==> config.mk <==
export PLATFORM = sky130hd
export DESIGN_NAME = mvsm_mul
export DESIGN_NICKNAME = d
export VERILOG_FILES = /design/src/hdl/mvsm_pkg.sv /design/src/hdl/mvsm_mul.sv
export SDC_FILE = /design/constraint.sdc
export NUM_CORES = 1
export LEC_CHECK = 0
export ABC_AREA = 1
export BUFFER_PORTS_ARGS = -buffer_cell sky130_fd_sc_hd__buf_2
export CELL_PAD_IN_SITES_DETAIL_PLACEMENT = 0
export CELL_PAD_IN_SITES_GLOBAL_PLACEMENT = 1
export CORE_MARGIN = 2
export CORE_UTILIZATION = 45
export CTS_CLUSTER_DIAMETER = 120
export CTS_CLUSTER_SIZE = 30
export DETAILED_ROUTE_END_ITERATION = 10
export PLACE_DENSITY_LB_ADDON = 0.2
export SYNTH_ARGS = -nofsm -noshare
export SYNTH_HDL_FRONTEND = slang
export SYNTH_SLANG_ARGS = --single-unit
==> constraint.sdc <==
create_clock -name clk -period 8.4 [get_ports clk]
set_input_delay 1.26 -clock clk [delete_from_list [all_inputs] [get_ports clk]]
set_output_delay 1.26 -clock clk [all_outputs]
set_load 0.02 [all_outputs]
==> src/hdl/mvsm_pkg.sv <==
// Package for the multi-voice stereo sample mixer.
// Holds operation and status codes, sequencer states and shared types.
package mvsm_pkg;

  typedef enum logic [2:0] {
    OP_WRITE = 3'd0,
    OP_OPEN  = 3'd1,
    OP_CLOSE = 3'd2,
    OP_PLAY  = 3'd3,
    OP_STOP  = 3'd4,
    OP_GAIN  = 3'd5,
    OP_MIX   = 3'd6,
    OP_NONE  = 3'd7
  } op_t;

  localparam logic [1:0] ST_OK       = 2'd0;
  localparam logic [1:0] ST_NO_SLOT  = 2'd1;
  localparam logic [1:0] ST_INACTIVE = 2'd2;

  localparam logic [15:0] UNITY_GAIN = 16'd32768;
  localparam logic signed [19:0] OUT_MAX = 20'sd32767;

  typedef enum logic [3:0] {
    S_IDLE,
    S_DECODE,
    S_VOICE,
    S_RD_L,
    S_RD_R,
    S_MUL1_L,
    S_MUL2_L,
    S_MUL1_R,
    S_MUL2_R,
    S_ACC,
    S_DONE
  } state_t;

  // Request to the multiply unit: x * g, held product.
  typedef struct packed {
    logic               start;
    logic signed [33:0] a;
    logic        [15:0] b;
  } mul_req_t;

endpackage

==> src/hdl/mvsm_mul.sv <==
// Shared signed-by-unsigned multiplier with a registered product.
// Depends on mvsm_pkg.
module mvsm_mul
  import mvsm_pkg::*;
(
  input  logic               clk,
  input  mul_req_t           req,
  output logic signed [50:0] prod
);

  always_ff @(posedge clk) begin
    if (req.start) begin
      prod <= req.a * $signed({1'b0, req.b});
    end
  end

endmodule

After elaboration in Yosys (flattened, before gate mapping)
Cells that the tools add are included.

Add/subtract/negate cells: 0. $mul: 1. Div/mod/pow operators: 0. $lt $le $gt $ge: 0. Eq/ne operators: 0. Shift-type cells: 0. Muxes and demuxes: 0. Bitwise gates (word level): 0. Reduce and logical (&&, ||, !) cells: 0.

Operators with widths (count): $mul 34x17->51 (1).

Bits in registers: 51. Latch bits: 0. RAM bits: 0. ROM bits: 0. Input port bits: 52. Output and inout bits: 51. Logic and storage cells: 2. Memories kept: 0.

Depth between registers and ports, before layout
Depth in word-level cells: 1. Mapped depth: 29. Depth with buffers taken out: 27.

Least setup slack after synthesis
OpenSTA, ideal clock, no wires.

Kind: input -> register. From: input req[49] in the netlist's numbering. To: register prod[47], data pin. Library setup time: 0.254 ns. Arrival: 6.433 ns. Required time: 8.146 ns. Path slack: 1.713 ns. Stages on the path: 20. Path buffers: 2. Cells stage by stage: clkbuf_1 > clkbuf_1 > nand2_1 > fa_1 > inv_1 > fa_1 > inv_1 > fa_1 > fa_1 > fa_1 > fa_1 > inv_1 > ha_1 > nand2_1 > nor3_1 > nand2_1 > nor2_1 > nand2_1 > nand4_1 > nand2_1.

Cells in the longest elaborated chain, start to end: 1.

RTL lines: start: declaration (RTL line mvsm_mul.sv:7) `input mul_req_t req,`; $mul 34x17->51 (RTL line mvsm_mul.sv:13) `prod <= req.a * $signed({1'b0, req.b});`; end signal: assignment (RTL line mvsm_mul.sv:13); end: declaration (RTL line mvsm_mul.sv:8) `output logic signed [50:0] prod`.

No other way between the ends. A chain may end at the register's enable or synchronous reset.

Final worst setup path
From: input req[3] in the netlist's numbering. To: register prod[38], data pin.

Same word-level chain as after synthesis.

==> key figures <==
Clock tree
  • Post-CTS sizing: 0
  • Setup Fix Bufs, Post-CTS: 0
  • Hold-fix buffers, CTS: 0
  • Sink Count: roughly 50
  • H-tree levels: 2
  • Num CTS Buffers: 5
  • Worst-path clk slew: roughly 0.090 ns
  • Root Buffer: clkbuf_16
  • CTS tree: built
  • Clock Tree Buf Depth: 2

Logic synthesis
  • Top cells by count, synth: inv_1, nand2_1, fa_1, clkbuf_1, ha_1
  • Synthesized Nets: between 3000 and 4000
  • Yosys reg bits: a little over 50
  • Netlist cell types: 29
  • Top cell type's share of synthesized area: a little under half
  • Number of enable flip-flop cells after synthesis: 51
  • FFs w/ async S/R, synth: 0%
  • Register area share after synthesis: a little under 7%
  • Mapped Area: approximately 22000 sq um
  • Synthesis Warnings: 0
  • Top-count cell post-synth: inv_1
  • Cell count after synthesis: 2966
  • Syn Area/Cell: about 7.6 sq um
  • Cell accounting for the most synthesized area: fa_1
  • Synth Flop Type: edfxtp_1
  • Largest cells by area after synthesis: fa_1, inv_1, nand2_1, edfxtp_1, ha_1

Critical path
  • CP Capture Type: register
  • Critical path launch point type: input port
  • Crit path kind: input port to register
  • Worst path arrival time: about 7.3 ns
  • Critical path fanouts, max: 34
  • Required @ worst endpoint: between 8 and 9 ns

Timing
  • Fmax: about 140 MHz
  • Fin crit share: between 80 and 90%
  • Final TNS setup: 0 ns
  • RSZ-0062 raised after global routing: false
  • Fin. max-slew vios: 0
  • Slew @ Worst Pin: ~0.96 ns
  • Minimum clock period after layout: 7.29 ns
  • Finish-stage setup viols: 0
  • Slew margin rel.: ~36%
  • Final Hold Vio Count: 0

Global route
  • Vias in the first global route: approximately 19000
  • GR Util met2: between 40% and 50%
  • Antenna violations before repair: 0
  • First-pass GRT wire length: approximately 100000 um
  • Met3 GRT Util: under 10%
  • Total grt overflow: 0
  • GRT Util Overall: between 20% and 30%
  • Largest net degree at the start of global routing: 52
  • GRT busiest layer: met2
  • GR met1 Demand/Resource: around a third

Floorplanning
  • FP Rows: 81
  • Die width: 228 um
  • Starting Density: 45.8%
  • Die Area: 51800 sq um
  • Core Box Area: about 50000 sq um
  • Die Y: 228 um
  • Top Ports: roughly 100

Final layout
  • Synth-to-Final Area Change: 4.62%
  • Diodes inserted: 0
  • Top reg by flops: prod
  • Filler Cell Count: around 5000
  • Max FFs per register: between 50 and 60
  • Share of cells above drive strength 1: 6.21%
  • Largest regs: prod: 51 flops
  • Final #Nets: between 3000 and 4000

Hold path
  • Hold Crit Class: input port to register
  • Hold path depth: 3
  • Worst hold endpoint: prod[0]$_DFFE_PP_
  • Min-delay src: req[16]

Routing
  • # DRC: 0
  • Vias: 17400
  • Avg Vias per Cell: between 4 and 5
  • Post-Route WL: approximately 61000 um
  • DR iter-0 viols: roughly 950
  • Post-route ant nets: 0
  • DR pass1 iterations: 4
  • Wire per inst: about 17 um

Flow run
  • Max Cap Viol: 0

Place
  • Routability Congestion: between 0.9 and 1
  • DP Wirelength: roughly 52000 um
  • IO Port Bufs: between 100 and 150

Status
  • Outcome: complete, no violations
layer usage:
metal	vias up	part of all wire, %
li1	8109	-
met1	8770	41
met2	408	52
met3	90	3.6
met4	0	2.7
met5	-	0
stage by stage:
| step | area (sq um) | setup slack, ns | instances | hold WS, ns | utilization, % |
|---|---|---|---|---|---|
| after floorplan | 22500 | 1.71 | 2966 | 1.37 | - |
| after global placement | 23400 | 0.860 | 3604 | 1.70 | 47.5 |
| after detailed placement | 23400 | 0.840 | 3604 | 1.70 | 47.5 |
| after CTS | 23500 | 1.15 | 3611 | 1.48 | 47.9 |
| after global routing | 23500 | 0.754 | 3611 | 1.50 | 47.9 |
| final | 23500 | 1.11 | 3611 | 1.49 | 47.9 |
final cells by class:
class	count	area, sq um	area share (%)
Tap cell	664	831	3.53
Clock inverter	2	37.5	0.160
Clock buffer	5	125	0.532
Timing Repair Buffer	106	541	2.30
Inverter	963	3610	15.4
Sequential cell	51	1530	6.51
Multi-Input combinational cell	1820	16800	71.6
cells in the final DEF, fill, tap and decap left out, types with 3 or more instances in the layout:
master     Yosys  final
a21o_1         4      4
a21oi_1       32     32
buf_2          0    102
buf_4          0      4
clkbuf_16      0      5
edfxtp_1      51     51
fa_1         517    517
ha_1         121    121
inv_1        945    945
inv_2         17     17
nand2_1      929    929
nand2_2       16     16
nand3_1       51     51
nand4_1       17     17
nor2_1        51     51
nor2_2        22     22
nor3_1         5      5
nor3_2         9      9
o21bai_1       3      3
xnor2_1        5      5
xor2_1        24     24
logic make-up after synthesis:
family          count (synthesis)  synth area share [%]
buf+inv                      1095                  18.3
simple gates                 1110                  20.0
flops                          51                  6.81
compound gates                 43                  1.06
xor+xnor                       29                  1.13
fa+ha+maj                     638                  52.8
worst max-delay path: stages:
cell and delay [ns]:
buf_2 0.57, nand2_1 0.25, fa_1 0.52, inv_1 0.23, fa_1 0.49, fa_1 0.49
fa_1 0.51, fa_1 0.49, inv_1 0.05, fa_1 0.47, inv_1 0.04, ha_1 0.41
nand2_1 0.15, nor2_1 0.30, nand2_1 0.13, nor3_1 0.28, nand3b_1 0.28, nand4_1 0.17
nand2_1 0.17
worst max path at each step:
stage               depth (start not counted)                  to  startpoint  slack (ns)
floorplan                                  20  prod[47]$_DFFE_PP_     req[49]        1.71
global placement                           19  prod[38]$_DFFE_PP_      req[3]        0.86
detailed placement                         19  prod[38]$_DFFE_PP_      req[3]        0.84
CTS                                        19  prod[38]$_DFFE_PP_      req[3]        1.15
global route                               19  prod[38]$_DFFE_PP_      req[3]        0.75
finish                                     19  prod[38]$_DFFE_PP_      req[3]        1.11
Power is left out: the tool's default activity adds up to more than one toggle a clock period on the data nets, which glitch-free logic cannot reach.
